==> src/lmrs_pkg.sv <==
// Shared types, widths and constants of the LED-modulated reflectance scanner.
`default_nettype none

package lmrs_pkg;

	localparam int SAMPLE_W    = 12;
	localparam int DARK_W      = 13;
	localparam int WEIGHT_W    = 8;
	localparam int PROD_W      = 21;
	localparam int DIVISOR_W   = 9;
	localparam int QUOT_W      = 13;
	localparam int CHAN_W      = 4;
	localparam int PHASE_W     = 8;
	localparam int PATTERN_W   = 4;
	localparam int CFG_INDEX_W = 2;
	localparam int CFG_DATA_W  = 8;
	localparam int IN_TDATA_W  = 16;
	localparam int OUT_TDATA_W = 40;
	localparam int OUT_PAD_W   = OUT_TDATA_W - (2 * SAMPLE_W + 2 * CHAN_W + 1);

	typedef enum logic [1:0] {
		MODE_OFF  = 2'd0,
		MODE_ON   = 2'd1,
		MODE_ALT  = 2'd2,
		MODE_LFSR = 2'd3
	} led_mode_t;

	localparam logic [CFG_INDEX_W-1:0] REG_LED_MODE      = 2'd0;
	localparam logic [CFG_INDEX_W-1:0] REG_FILTER_WEIGHT = 2'd1;

	localparam led_mode_t              MODE_INIT    = MODE_ALT;
	localparam logic [WEIGHT_W-1:0]    WEIGHT_INIT  = 8'd7;
	localparam logic [PATTERN_W-1:0]   PATTERN_INIT = 4'h5;
	localparam logic [DARK_W-1:0]      DARK_INIT    = 13'd4096;
	localparam logic [SAMPLE_W-1:0]    CLIP_MAX     = 12'hFFF;

	// One channel's stored state, one RAM word.
	typedef struct packed {
		logic [DARK_W-1:0]   dark_s;
		logic [SAMPLE_W-1:0] lit_s;
		logic [DARK_W-1:0]   dark_a;
		logic [SAMPLE_W-1:0] lit_a;
	} chan_entry_t;

	localparam chan_entry_t ENTRY_INIT = '{
		dark_s: DARK_INIT,
		lit_s:  '0,
		dark_a: DARK_INIT,
		lit_a:  '0
	};

	typedef struct packed {
		logic [CHAN_W-1:0]   next_channel;
		logic                led_drive;
		logic                report_valid;
		logic [CHAN_W-1:0]   sensor_index;
		logic [SAMPLE_W-1:0] raw_difference;
		logic [SAMPLE_W-1:0] filtered_difference;
		logic                last;
	} out_item_t;

	// a - b clipped to 0..4095
	function automatic logic [SAMPLE_W-1:0] clip_diff(
		input logic [DARK_W-1:0] a,
		input logic [DARK_W-1:0] b
	);
		logic [DARK_W:0] d;
		d = {1'b0, a} - {1'b0, b};
		if (d[DARK_W])
			return '0;
		else if (d[DARK_W-1])
			return CLIP_MAX;
		else
			return d[SAMPLE_W-1:0];
	endfunction

endpackage

`default_nettype wire

==> src/lmrs_ram.sv <==
// Generic single-port-write, single-port-read RAM with registered read data.
`default_nettype none

module lmrs_ram #(
	parameter int WIDTH = 50,
	parameter int DEPTH = 10,
	localparam int AW   = (DEPTH > 1) ? $clog2(DEPTH) : 1
) (
	input  wire logic             clk,
	input  wire logic             we,
	input  wire logic [AW-1:0]    waddr,
	input  wire logic [WIDTH-1:0] wdata,
	input  wire logic             re,
	input  wire logic [AW-1:0]    raddr,
	output logic      [WIDTH-1:0] rdata
);

	logic [WIDTH-1:0] mem [DEPTH];

	always_ff @(posedge clk) begin
		if (we)
			mem[waddr] <= wdata;
		if (re)
			rdata <= mem[raddr];
	end

endmodule

`default_nettype wire

==> src/lmrs_div.sv <==
// Restoring divider, one quotient bit per cycle; quotient known to fit QUOT_W bits.
`default_nettype none

module lmrs_div
	import lmrs_pkg::*;
(
	input  wire logic                 clk,
	input  wire logic                 arst_n,
	input  wire logic                 start,
	input  wire logic [PROD_W-1:0]    dividend,
	input  wire logic [DIVISOR_W-1:0] divisor,
	output logic                      done,
	output logic [QUOT_W-1:0]         quotient
);

	localparam int CNT_W = $clog2(QUOT_W + 1);

	logic                 busy_q;
	logic                 done_q;
	logic [CNT_W-1:0]     cnt_q;
	logic [DIVISOR_W-1:0] rem_q;
	logic [DIVISOR_W-1:0] dsr_q;
	logic [QUOT_W-1:0]    dvd_q;

	logic [DIVISOR_W:0]   trial;
	logic [DIVISOR_W:0]   diff;
	logic                 ge;
	logic [DIVISOR_W-1:0] rem_next;

	assign trial    = {rem_q, dvd_q[QUOT_W-1]};
	assign diff     = trial - {1'b0, dsr_q};
	assign ge       = trial >= {1'b0, dsr_q};
	assign rem_next = ge ? diff[DIVISOR_W-1:0] : trial[DIVISOR_W-1:0];

	always_ff @(posedge clk or negedge arst_n) begin
		if (!arst_n) begin
			busy_q <= 1'b0;
			done_q <= 1'b0;
			cnt_q  <= '0;
		end else begin
			done_q <= 1'b0;
			if (start) begin
				busy_q <= 1'b1;
				cnt_q  <= CNT_W'(QUOT_W);
			end else if (busy_q) begin
				cnt_q <= cnt_q - 1'b1;
				if (cnt_q == CNT_W'(1)) begin
					busy_q <= 1'b0;
					done_q <= 1'b1;
				end
			end
		end
	end

	// upper dividend bits start as the partial remainder
	always_ff @(posedge clk) begin
		if (start) begin
			rem_q <= DIVISOR_W'(dividend[PROD_W-1:QUOT_W]);
			dvd_q <= dividend[QUOT_W-1:0];
			dsr_q <= divisor;
		end else if (busy_q) begin
			rem_q <= rem_next;
			dvd_q <= {dvd_q[QUOT_W-2:0], ge};
		end
	end

	assign done     = done_q;
	assign quotient = dvd_q;

	a_no_restart: assert property (@(posedge clk) disable iff (!arst_n)
		start |-> !busy_q)
		else $error("divider restarted while busy");

	a_done_after_busy: assert property (@(posedge clk) disable iff (!arst_n)
		done_q |-> $past(busy_q))
		else $error("divider done without a run");

	a_rem_bound: assert property (@(posedge clk) disable iff (!arst_n)
		busy_q |-> (rem_q < dsr_q))
		else $error("partial remainder not below divisor");

endmodule

`default_nettype wire

==> src/led_modulated_reflectance_scanner.sv <==
// Top level of the LED-modulated reflectance scanner.
//
// s_* : one 12-bit ADC conversion per request (s_tdata[11:0]).
// m_* : result requests; tdata holds next channel, LED drive, sensor index
//       and the clipped raw and filtered off-minus-on differences; tuser
//       flags a report, tlast marks the final result of an input request.
// cfg_*: register writes (0 led_mode, 1 filter_weight); ready is always high.
//       Writing led_mode returns scan state, pattern and channel RAM to reset.
// A scan is one start request, settling requests and one read per channel.
// The start request runs a filter pass: per channel, one RAM read, one
// multiply-add, two restoring divisions in parallel and a write back
// with a report. A read request runs a RAM read, a modify-write and an
// emit; a settling request only emits. One request is processed at a
// time; the input is taken whenever the sequencer is idle, even while a
// result waits in the output register; a stalled receiver holds the
// sequencer in its emit step, which holds back the input as well.
// Reset: led_mode 2, filter_weight 7, all channel entries read as reset
// values through per-entry valid bits; no clearing pass is needed.
`default_nettype none

module led_modulated_reflectance_scanner
	import lmrs_pkg::*;
#(
	parameter int CHANNELS     = 10,
	parameter int SETTLE_STEPS = 4
) (
	input  wire logic                   clk,
	input  wire logic                   arst_n,

	input  wire logic                   s_tvalid,
	output logic                        s_tready,
	input  wire logic [IN_TDATA_W-1:0]  s_tdata,   // [11:0] adc_sample

	output logic                        m_tvalid,
	input  wire logic                   m_tready,
	// [3:0] next_channel, [4] led_drive, [8:5] sensor_index,
	// [20:9] raw_difference, [32:21] filtered_difference, rest zero
	output logic [OUT_TDATA_W-1:0]      m_tdata,
	output logic                        m_tuser,   // [0] report_valid
	output logic                        m_tlast,

	input  wire logic                   cfg_valid,
	output logic                        cfg_ready,
	input  wire logic [CFG_INDEX_W-1:0] cfg_index,
	input  wire logic [CFG_DATA_W-1:0]  cfg_data
);

	localparam int AW = (CHANNELS > 1) ? $clog2(CHANNELS) : 1;

	// sequencer
	typedef enum logic [8:0] {
		ST_IDLE   = 9'b000000001,
		ST_FRD    = 9'b000000010,   // filter pass: read entry
		ST_FMUL   = 9'b000000100,   // k*avg + sample
		ST_FSTART = 9'b000001000,
		ST_FDIV   = 9'b000010000,
		ST_FOUT   = 9'b000100000,   // write back, emit report
		ST_RRD    = 9'b001000000,   // read step: read entry
		ST_RWB    = 9'b010000000,   // read step: store sample
		ST_EMIT   = 9'b100000000    // single non-report result
	} state_t;

	state_t                state_q;
	led_mode_t             mode_q;
	logic [WEIGHT_W-1:0]   weight_q;
	logic [PHASE_W-1:0]    phase_q;
	logic [CHAN_W-1:0]     ch_q;
	logic                  led_q;
	logic [PATTERN_W-1:0]  pattern_q;
	logic [CHANNELS-1:0]   valid_q;
	logic [AW-1:0]         idx_q;
	logic                  out_valid_q;
	out_item_t             out_q;

	logic [SAMPLE_W-1:0]   sample_q;
	logic [PROD_W-1:0]     dark_num_s1;
	logic [PROD_W-1:0]     lit_num_s1;
	logic [DARK_W-1:0]     dark_s_s1;
	logic [SAMPLE_W-1:0]   lit_s_s1;

	// RAM ports
	logic                  ram_we;
	logic                  ram_re;
	logic [AW-1:0]         ram_waddr;
	logic [AW-1:0]         ram_raddr;
	chan_entry_t           ram_wdata;
	chan_entry_t           ram_rdata;

	logic [AW-1:0]         ch_addr;
	logic [AW-1:0]         cur_idx;
	chan_entry_t           cur_entry;
	chan_entry_t           fout_entry;
	chan_entry_t           rwb_entry;

	logic                  div_start;
	logic                  dark_done;
	logic                  lit_done;
	logic [QUOT_W-1:0]     dark_quot;
	logic [QUOT_W-1:0]     lit_quot;
	logic [DIVISOR_W-1:0]  divisor;

	logic                  in_acc;
	logic                  out_free;
	logic                  out_load;
	logic                  idx_last;
	logic                  ch_last;
	logic                  led_next;
	logic [PATTERN_W-1:0]  pattern_next;
	logic                  pat_bit;
	out_item_t             out_next;

	assign s_tready  = (state_q == ST_IDLE);
	assign cfg_ready = 1'b1;
	assign in_acc    = s_tvalid && s_tready;
	assign out_free  = !out_valid_q || m_tready;

	assign ch_addr  = ch_q[AW-1:0];
	assign idx_last = (idx_q == AW'(CHANNELS - 1));
	assign ch_last  = (ch_q == CHAN_W'(CHANNELS - 1));
	assign divisor  = {1'b0, weight_q} + 1'b1;

	// entries not written since reset or the last led_mode write read as their reset value
	assign cur_idx   = (state_q == ST_FMUL) ? idx_q : ch_addr;
	assign cur_entry = valid_q[cur_idx] ? ram_rdata : ENTRY_INIT;

	always_comb begin
		rwb_entry = cur_entry;
		if (led_q)
			rwb_entry.lit_s = sample_q;
		else
			rwb_entry.dark_s = {1'b0, sample_q};
	end

	assign fout_entry = '{
		dark_s: dark_s_s1,
		lit_s:  lit_s_s1,
		dark_a: dark_quot,
		lit_a:  lit_quot[SAMPLE_W-1:0]
	};

	assign ram_re    = (state_q == ST_FRD) || (state_q == ST_RRD);
	assign ram_raddr = (state_q == ST_FRD) ? idx_q : ch_addr;
	assign ram_we    = ((state_q == ST_FOUT) && out_free) || (state_q == ST_RWB);
	assign ram_waddr = (state_q == ST_FOUT) ? idx_q : ch_addr;
	assign ram_wdata = (state_q == ST_FOUT) ? fout_entry : rwb_entry;

	assign div_start = (state_q == ST_FSTART);

	// LED choice at scan start
	assign pat_bit = pattern_q[3] ^ pattern_q[2];
	always_comb begin
		unique case (mode_q)
			MODE_OFF: begin
				pattern_next = pattern_q;
				led_next     = 1'b0;
			end
			MODE_ON: begin
				pattern_next = pattern_q;
				led_next     = 1'b1;
			end
			MODE_ALT: begin
				pattern_next = pattern_q + 1'b1;
				led_next     = pattern_next[0];
			end
			MODE_LFSR: begin
				pattern_next = {pattern_q[PATTERN_W-2:0], pat_bit};
				led_next     = pat_bit;
			end
			default: begin
				pattern_next = pattern_q;
				led_next     = 1'b0;
			end
		endcase
	end

	// output register
	assign out_load = ((state_q == ST_FOUT) || (state_q == ST_EMIT)) && out_free;
	always_comb begin
		out_next              = '0;
		out_next.next_channel = ch_q;
		out_next.led_drive    = led_q;
		out_next.last         = 1'b1;
		if (state_q == ST_FOUT) begin
			out_next.report_valid        = 1'b1;
			out_next.sensor_index        = CHAN_W'(idx_q);
			out_next.raw_difference      = clip_diff(dark_s_s1, {1'b0, lit_s_s1});
			out_next.filtered_difference = clip_diff(dark_quot,
				{1'b0, lit_quot[SAMPLE_W-1:0]});
			out_next.last                = idx_last;
		end
	end

	always_ff @(posedge clk or negedge arst_n) begin
		if (!arst_n) begin
			state_q     <= ST_IDLE;
			mode_q      <= MODE_INIT;
			weight_q    <= WEIGHT_INIT;
			phase_q     <= '0;
			ch_q        <= '0;
			led_q       <= 1'b0;
			pattern_q   <= PATTERN_INIT;
			valid_q     <= '0;
			idx_q       <= '0;
			out_valid_q <= 1'b0;
		end else begin
			if (out_load)
				out_valid_q <= 1'b1;
			else if (m_tready)
				out_valid_q <= 1'b0;

			unique case (state_q)
				ST_IDLE: begin
					if (in_acc) begin
						priority if (phase_q == '0) begin
							led_q     <= led_next;
							pattern_q <= pattern_next;
							ch_q      <= '0;
							phase_q   <= PHASE_W'(1);
							idx_q     <= '0;
							state_q   <= ST_FRD;
						end else if (phase_q < PHASE_W'(SETTLE_STEPS)) begin
							phase_q <= phase_q + 1'b1;
							state_q <= ST_EMIT;
						end else begin
							state_q <= ST_RRD;
						end
					end
				end
				ST_FRD:    state_q <= ST_FMUL;
				ST_FMUL:   state_q <= ST_FSTART;
				ST_FSTART: state_q <= ST_FDIV;
				ST_FDIV: begin
					if (dark_done)
						state_q <= ST_FOUT;
				end
				ST_FOUT: begin
					if (out_free) begin
						valid_q[idx_q] <= 1'b1;
						if (idx_last) begin
							state_q <= ST_IDLE;
						end else begin
							idx_q   <= idx_q + 1'b1;
							state_q <= ST_FRD;
						end
					end
				end
				ST_RRD: state_q <= ST_RWB;
				ST_RWB: begin
					valid_q[ch_addr] <= 1'b1;
					if (ch_last) begin
						ch_q    <= '0;
						phase_q <= '0;
					end else begin
						ch_q <= ch_q + 1'b1;
					end
					state_q <= ST_EMIT;
				end
				ST_EMIT: begin
					if (out_free)
						state_q <= ST_IDLE;
				end
				default: state_q <= ST_IDLE;
			endcase

			// the user must send configuration only while idle; the block does not enforce it
			if (cfg_valid && cfg_ready) begin
				if (cfg_index == REG_LED_MODE) begin
					mode_q    <= led_mode_t'(cfg_data[1:0]);
					phase_q   <= '0;
					ch_q      <= '0;
					led_q     <= 1'b0;
					pattern_q <= PATTERN_INIT;
					valid_q   <= '0;
				end else if (cfg_index == REG_FILTER_WEIGHT) begin
					weight_q <= cfg_data;
				end
			end
		end
	end

	always_ff @(posedge clk) begin
		if (in_acc)
			sample_q <= s_tdata[SAMPLE_W-1:0];
		if (state_q == ST_FMUL) begin
			dark_num_s1 <= PROD_W'(weight_q) * PROD_W'(cur_entry.dark_a)
				+ PROD_W'(cur_entry.dark_s);
			lit_num_s1  <= PROD_W'(weight_q) * PROD_W'(cur_entry.lit_a)
				+ PROD_W'(cur_entry.lit_s);
			dark_s_s1   <= cur_entry.dark_s;
			lit_s_s1    <= cur_entry.lit_s;
		end
		if (out_load)
			out_q <= out_next;
	end

	lmrs_ram #(
		.WIDTH ($bits(chan_entry_t)),
		.DEPTH (CHANNELS)
	) u_chan_ram (
		.clk   (clk),
		.we    (ram_we),
		.waddr (ram_waddr),
		.wdata (ram_wdata),
		.re    (ram_re),
		.raddr (ram_raddr),
		.rdata (ram_rdata)
	);

	lmrs_div u_dark_div (
		.clk      (clk),
		.arst_n   (arst_n),
		.start    (div_start),
		.dividend (dark_num_s1),
		.divisor  (divisor),
		.done     (dark_done),
		.quotient (dark_quot)
	);

	lmrs_div u_lit_div (
		.clk      (clk),
		.arst_n   (arst_n),
		.start    (div_start),
		.dividend (lit_num_s1),
		.divisor  (divisor),
		.done     (lit_done),
		.quotient (lit_quot)
	);

	assign m_tvalid = out_valid_q;
	assign m_tuser  = out_q.report_valid;
	assign m_tlast  = out_q.last;
	assign m_tdata  = {
		{OUT_PAD_W{1'b0}},
		out_q.filtered_difference,
		out_q.raw_difference,
		out_q.sensor_index,
		out_q.led_drive,
		out_q.next_channel
	};

	a_ch_range: assert property (@(posedge clk) disable iff (!arst_n)
		{1'b0, ch_q} < (CHAN_W + 1)'(CHANNELS))
		else $error("scan channel out of range");

	a_phase_range: assert property (@(posedge clk) disable iff (!arst_n)
		phase_q <= PHASE_W'(SETTLE_STEPS))
		else $error("phase count past settling");

	a_div_in_step: assert property (@(posedge clk) disable iff (!arst_n)
		(dark_done || lit_done) |-> (state_q == ST_FDIV) && (dark_done == lit_done))
		else $error("divider result outside filter wait");

	a_report_last: assert property (@(posedge clk) disable iff (!arst_n)
		(m_tvalid && m_tuser && m_tlast) |-> (out_q.sensor_index == CHAN_W'(CHANNELS - 1)))
		else $error("report burst ended on wrong channel");

endmodule

`default_nettype wire

==> config.mk <==
export PLATFORM = sky130hd
export DESIGN_NAME = led_modulated_reflectance_scanner
export DESIGN_NICKNAME = d
export VERILOG_FILES = /design/src/lmrs_pkg.sv /design/src/lmrs_ram.sv /design/src/lmrs_div.sv /design/src/led_modulated_reflectance_scanner.sv
export SDC_FILE = /design/constraint.sdc
export NUM_CORES = 2
export LEC_CHECK = 0
export CAP_MARGIN = 20
export CELL_PAD_IN_SITES_DETAIL_PLACEMENT = 1
export CELL_PAD_IN_SITES_GLOBAL_PLACEMENT = 1
export CORE_AREA = 2 2 340 342
export DETAILED_ROUTE_END_ITERATION = 8
export DIE_AREA = 0 0 342 344
export DONT_BUFFER_PORTS = 1
export PLACE_DENSITY_LB_ADDON = 0.05
export SLEW_MARGIN = 20
export SYNTH_ARGS = -nofsm -noshare
export SYNTH_HDL_FRONTEND = slang
export SYNTH_HIERARCHICAL = 1
export SYNTH_SLANG_ARGS = --single-unit
export TNS_END_PERCENT = 5
==> constraint.sdc <==
create_clock -name clk -period 9.11 [get_ports clk]
set_input_delay 0.911 -clock clk [delete_from_list [all_inputs] [get_ports clk]]
set_output_delay 0.911 -clock clk [all_outputs]
set_load 0.02 [all_outputs]
---- After elaboration in Yosys (flattened, before gate mapping) ----
Memories as Yosys holds them, arrays and structs flattened. A register that Yosys moved wholly into a read port is not among the register bits.
Index checks and enable logic that the tools add are counted.
W data, S select, Z words.
storage, ports and cells
  bits in writable memories ............... 500
  memories kept ........................... 1
  bits in read-only memories .............. 0
  logic and storage cells ................. 197
  bits in registers ....................... 229
  bits of input ports ..................... 31
  output and inout port bits .............. 45
  bits in latches ......................... 0
cells by class
  reductions and logical operators ........ 24
  bitwise gates (word level) .............. 5
  divide/modulo/power cells ............... 0
  mux-type cells .......................... 87
  equality and inequality tests ........... 23
  multipliers ............................. 2
  shifts and indexed selects .............. 0
  $lt $le $gt $ge ......................... 8
  add/subtract/negate cells ............... 13
memory list
  name            depth  width  rd ports  clocked after memory_dff  wr ports  line            source
  u_chan_ram.mem  10     50     1         1                         1         lmrs_ram.sv:18  logic [WIDTH-1:0] mem [DEPTH];
operator list
  cell                   number
  $mux W50               2
  $mux W4                21
  $pmux W9 S9            1
  $mux W8                10
  $mux W9                8
  $mux W13               5
  $mux W12               5
  $mux W10               3
  $mux W30               1
  $sub A13 B12 Y14       2
  $add A20 B12 Y21       1
  $add A21 B13 Y21       1
  $mul A8 B13 Y21        1
  $mux W1                21
  $ge A10 B9 Y1          2
  $mul A8 B12 Y20        1
  $or A10 B10 Y10        2
  $pmux W10 S2           1
  $sub A9 B9 Y9          2
  $pmux W4 S2            2
  $pmux W8 S2            1
  $lt A4 B5 Y1 const B   3
  $add A4 B1 Y4 const B  3
  $pmux W4 S3            1
  other kinds (37)       62

---- Depth between registers and ports, before layout ----
  depth after elaboration ................. 9
  gate-level depth with buffers ........... 28
  depth with buffers taken out ............ 24

---- Hierarchy ----
The synthesis kept the hierarchy.
modules (own cells, without submodules)
  module                             area an instance (um2)  cells an instance  sequential area each (um2)  instances
  lmrs_ram                           21,201.6                1,081              16,515.8                    1
  led_modulated_reflectance_scanner  16,484.6                1,758              4,708.3                     1
  lmrs_div                           2,089.5                 182                1,071.0                     2

---- Least setup slack after synthesis ----
OpenSTA, ideal clock, no wires.
  path kind ............................... flip-flop to flip-flop
  start ................................... register state_q[2]
  end ..................................... register lit_num_s1[19], data pin
  cell stages (with the launch flop) ...... 27
  path buffers ............................ 4
  period minus slack after synthesis ...... 7,946 ps
  library setup time ...................... 137 ps
  data required time ...................... 8,973 ps
  setup slack ............................. 1,164 ps
  arrival time ............................ 7,809 ps
  path through ............................ dfrtp_1 clkbuf_1 nor2b_1 and4b_1 a2111oi_0 o2bb2ai_1 o211ai_2 o2bb2ai_4 buf_4 buf_6 buf_6 nand2_1 fa_1 fa_1 inv_1 ha_1 inv_1 fa_1 inv_1 fa_1 a21o_1 a21oi_1 o21a_1 o31ai_1 o41ai_2 or4b_2 nand4_1
on the way
  word-level cells in the longest chain between the ends .. 7
ends and longest elaborated chain
  what                               line                                      source
  from (decl)                        led_modulated_reflectance_scanner.sv:63   state_t state_q;
  from (signal assigned)             led_modulated_reflectance_scanner.sv:195  state_q <= ST_IDLE;
  from (signal assigned)             led_modulated_reflectance_scanner.sv:220  state_q <= ST_FRD;
  from (signal assigned)             led_modulated_reflectance_scanner.sv:223  state_q <= ST_EMIT;
  $eq A9 B3 Y1 (*)                   led_modulated_reflectance_scanner.sv:123  assign cur_idx = (state_q == ST_FMUL) ? idx_q : ch_addr;
  $mux W4 (*)                        led_modulated_reflectance_scanner.sv:123
  $bmux W1 S4 (*)                    led_modulated_reflectance_scanner.sv:124  assign cur_entry = valid_q[cur_idx] ? ram_rdata : ENTRY_INIT;
  $mux W1 (not written as such) (*)  led_modulated_reflectance_scanner.sv:124
  $mux W50 (*)                       led_modulated_reflectance_scanner.sv:124
  $mul A8 B12 Y20                    led_modulated_reflectance_scanner.sv:287  lit_num_s1 <= PROD_W'(weight_q) * PROD_W'(cur_entry.lit_a)
  $add A20 B12 Y21 (*)               led_modulated_reflectance_scanner.sv:288  + PROD_W'(cur_entry.lit_s);
  to (signal assigned)               led_modulated_reflectance_scanner.sv:287
  to (decl)                          led_modulated_reflectance_scanner.sv:77   logic [PROD_W-1:0] lit_num_s1;
Every way passes the cells marked *; elsewhere a longest branch is shown, timed or not. The select of a mux whose other input is x is not followed.
A chain may end at the register's enable or synchronous reset.

---- Worst setup path in the final report ----
  start ................................... register state_q[7]
  end ..................................... register dark_num_s1[19], data pin
on the way
  word-level cells in the longest chain between the ends .. 7
ends and longest elaborated chain
  what                               line                                      source
  $eq A9 B3 Y1 (*)                   led_modulated_reflectance_scanner.sv:123
  $mux W4 (*)                        led_modulated_reflectance_scanner.sv:123
  $bmux W1 S4 (*)                    led_modulated_reflectance_scanner.sv:124
  $mux W1 (not written as such) (*)  led_modulated_reflectance_scanner.sv:124
  $mux W50 (*)                       led_modulated_reflectance_scanner.sv:124
  $mul A8 B13 Y21                    led_modulated_reflectance_scanner.sv:285  dark_num_s1 <= PROD_W'(weight_q) * PROD_W'(cur_entry.dark_a)
  $add A21 B13 Y21 (*)               led_modulated_reflectance_scanner.sv:286  + PROD_W'(cur_entry.dark_s);
  to (signal assigned)               led_modulated_reflectance_scanner.sv:285
  to (decl)                          led_modulated_reflectance_scanner.sv:76   logic [PROD_W-1:0] dark_num_s1;
Marks and branches as above.

==> out/qor.log <==
INFO  status         run_status=completed
INFO  setup_path     worst_setup_path_startpoint=state_q[7]$_DFFE_PN0P_
INFO  floorplanning  dieArea=118000squm
INFO  route          num_vias=25700
INFO  cells_and_area layout.cells.most_common_list=edfxtp_1 (724), inv_1 (279), nand2_1 (165)
INFO  timing         clock-skew-final=49.6ps
INFO  pwr            power.sequential.fraction=47.1%
INFO  setup_path     cpMaxStageDelayCell=o2bb2ai_4
INFO  cells_and_area antennaDiodeCount=0
INFO  cells_and_area layout.filler_cells=11700
INFO  cells_and_area post_route_cells_drive_above_1_share=13.4%
INFO  pwr            switching_share=29.0%
INFO  floorplanning  placeableCoreArea=114000squm
INFO  cells_and_area layout_overhead_on_the_synthesized_area=10.6%
INFO  place          io_buffer_count=0
INFO  clock_network  cts-resized-gates=0
INFO  timing         max_slew.worst_pin.slew=1240ps
INFO  floorplanning  die_x=342microns
INFO  route          detailedRoute.firstPassIterationCount=5
INFO  setup_path     timing.rr.end=dark_num_s1[19]$_DFFE_PP_
INFO  logic_synthesis ys_warn_count=6
INFO  setup_path     crit_path_max_fanout=21
INFO  global_routing groute.usage.overall=20.5%
INFO  pwr            vdd.ir_drop.worst=130uV
INFO  route          drc=0
INFO  pwr            power.combinational.fraction=16.6%
INFO  floorplanning  ios=76
INFO  clock_network  post_cts_hold_buffer_count=1
INFO  global_routing grt_overflow_total=0
INFO  cells_and_area layout.core_utilization=40.6%
INFO  setup_path     worst-r2r-setup-slack=1130ps
INFO  floorplanning  initial_util=36.7%
INFO  timing         final.min_clock_period=7980ps
INFO  logic_synthesis synthesis.instances=3201
INFO  pwr            clock_power_share=36.3%
INFO  clock_network  ctsRootBufferMaster=clkbuf_16
INFO  clock_network  worst_skew_pair.late_latency=680ps
INFO  clock_network  clock_pin_transition_on_the_worst_setup_and_hold_timing_paths=60ps
INFO  clock_network  cts.sink_count=788
INFO  pwr            powerDensity=209nW/um^2
INFO  timing         final.setup.tns=0ps
INFO  route          routed_wl=119000microns
INFO  setup_path     crit-reg2reg-launch=state_q[7]$_DFFE_PN0P_
INFO  setup_path     worstSetupStartpointType=register
INFO  logic_synthesis syn_area_per_cell=13.1squm
INFO  timing         finalSetupViolations=0
INFO  timing         achievable-frequency=125MHz
INFO  setup_path     critical-path-top-delay-family=compound AO/OA/AOI/OAI gates
INFO  place          dp.final_hpwl=77800microns
INFO  clock_network  cts.path.max_buffers=3
INFO  setup_path     rr_worst_depth=23
INFO  setup_path     endpoint_arrival_time_on_the_critical_path=8330ps
INFO  timing         hold_violations=0
INFO  setup_path     crit_required=9460ps
INFO  setup_path     crit_path_max_incr_delay=680ps
INFO  timing         slew_headroom=17.3%
INFO  logic_synthesis synthesis.area=41800squm
INFO  floorplanning  core.rowCount=124
INFO  route          routed_wirelength_normalized_by_instance_count=25.1microns
INFO  place          gp_congestion=0.806
INFO  global_routing grt_pass1_wl=180000microns
INFO  global_routing pin_count_of_the_biggest_net_entering_global_routing=150
INFO  cells_and_area multi_input_area=16600squm
INFO  pwr            internal-power=6.88mW
INFO  cells_and_area postLayoutCellArea=46300squm
INFO  global_routing number_of_antenna_violations_at_the_first_check_in_global_routing=1
INFO  pwr            static-leakage-power=17.6nW
INFO  route          detail_route.iter0.violations=1447
INFO  place          area_after_dpl=43400squm
INFO  run            max_cap_viols=0
INFO  setup_path     setup.worst_path.class=register to register
INFO  cells_and_area number_of_nets_in_the_layout=3499
INFO  timing         final_max_slew_viol_count=0
INFO  clock_network  htree_levels=3
INFO  setup_path     worstSetupEndpointType=register
INFO  clock_network  postCtsSetupBuffers=0
INFO  timing         rsz0062_at_grt=no
INFO  worst_hold_path worstHoldPathType=input pin to async pin
INFO  setup_path     worstPathBufferInverterCount=5
INFO  timing         layout_worst_path_cycle_share=87.6%
INFO  route          route.detailed.vias_per_inst=5.40
INFO  setup_path     worst_path_most_repeated_cell=fa_1
INFO  cells_and_area register_area=23300squm
INFO  clock_network  cts_inserted_buffers=90
INFO  pwr            power.net_switching=2.81mW
INFO  setup_path     critical_path.cell_chain=nor3_4, nand4_4, mux2i_4, mux2_1, o211ai_2, o2bb2ai_4, buf_4, buf_4, nand2_1, fa_1, inv_1, fa_1, inv_1, fa_1, fa_1, inv_1, ha_1, o31ai_1, a21oi_1, o211ai_1, a211o_1, nand2_1, o311ai_0
INFO  cells_and_area mostFrequentLayoutCell=edfxtp_1
INFO  global_routing first_global_vias=27800
INFO  floorplanning  chip_height=344microns
INFO  clock_network  clock_tree_from_tritoncts=built
INFO  route          drtAntennaViolNets=0
layout make-up:
type | instances | area share (%)
flip-flops and latches | 788 | 50.4
multi-input cells | 1955 | 36.0
clock buffers | 106 | 5.04
well taps | 1512 | 4.09
inverters | 281 | 2.28
clock inverters | 59 | 1.15
repair buffers | 58 | 1.05
power by group through the flow:
stage	clock, mW	combinational (mW)	sequential (mW)
finish	3.52	1.61	4.56
global route	3.75	1.81	4.58
CTS	3.62	1.63	4.56
detailed placement	0	1.61	4.64
global placement	0	1.55	4.63
floorplan	0	1.18	4.49
metal layers:
layer	vias to the layer above	global-route usage, %	part of all wire (%)
li1	11600	-	-
met1	13500	28.4	47
met2	411	34.1	47
met3	135	2.39	3.3
met4	0	5.53	2.3
met5	-	0	0
flip-flops by register name, indices dropped and copies added (netlist names), 9 cells and up:
register and count:
m_tdata 33, sample_q 12, u_dark_div/quotient 13, lit_num_s1 21, dark_num_s1 21, u_chan_ram/rdata 50
dark_s_s1 13, lit_s_s1 12, u_lit_div/quotient 13, u_dark_div/rem_q 9, valid_q 10, u_lit_div/dsr_q 9
u_chan_ram/mem 500, u_dark_div/dsr_q 9, u_lit_div/rem_q 9, state_q 9
through the flow:
step / instances / power, mW / hold WS, ps / worst slack, ps
final: 4759 / 9.69 / 70.7 / 1130
after global routing: 4759 / 10.1 / 36.0 / 520
after CTS: 4758 / 9.81 / 19.7 / 1030
after detailed placement: 4592 / 6.24 / 480 / 1120
after global placement: 4591 / 6.18 / 472 / 1230
after floorplan: 3207 / 5.67 / 440 / 1160
worst max path at each step:
stage	endpoint	cells after the start
2_1_floorplan	lit_num_s1[19]$_DFFE_PP_	26
3_3_place_gp	dark_num_s1[19]$_DFFE_PP_	23
3_5_place_dp	dark_num_s1[19]$_DFFE_PP_	23
4_1_cts	dark_num_s1[19]$_DFFE_PP_	23
5_1_grt	dark_num_s1[19]$_DFFE_PP_	23
6_report	dark_num_s1[19]$_DFFE_PP_	23
worst register-to-register path, stage by stage, from the launching register on:
cell       delay [ps]
dfrtp_1           520
nor3_4            350
nand4_4           230
mux2i_4           290
mux2_1            280
o211ai_2          140
o2bb2ai_4         680
buf_4             340
buf_4             230
nand2_1           180
fa_1              590
inv_1              60
fa_1              500
inv_1              50
fa_1              470
fa_1              550
inv_1              40
ha_1              260
o31ai_1           470
a21oi_1           180
o211ai_1          360
a211o_1           220
nand2_1            80
o311ai_0          610
(Power assumes the default switching activity.)
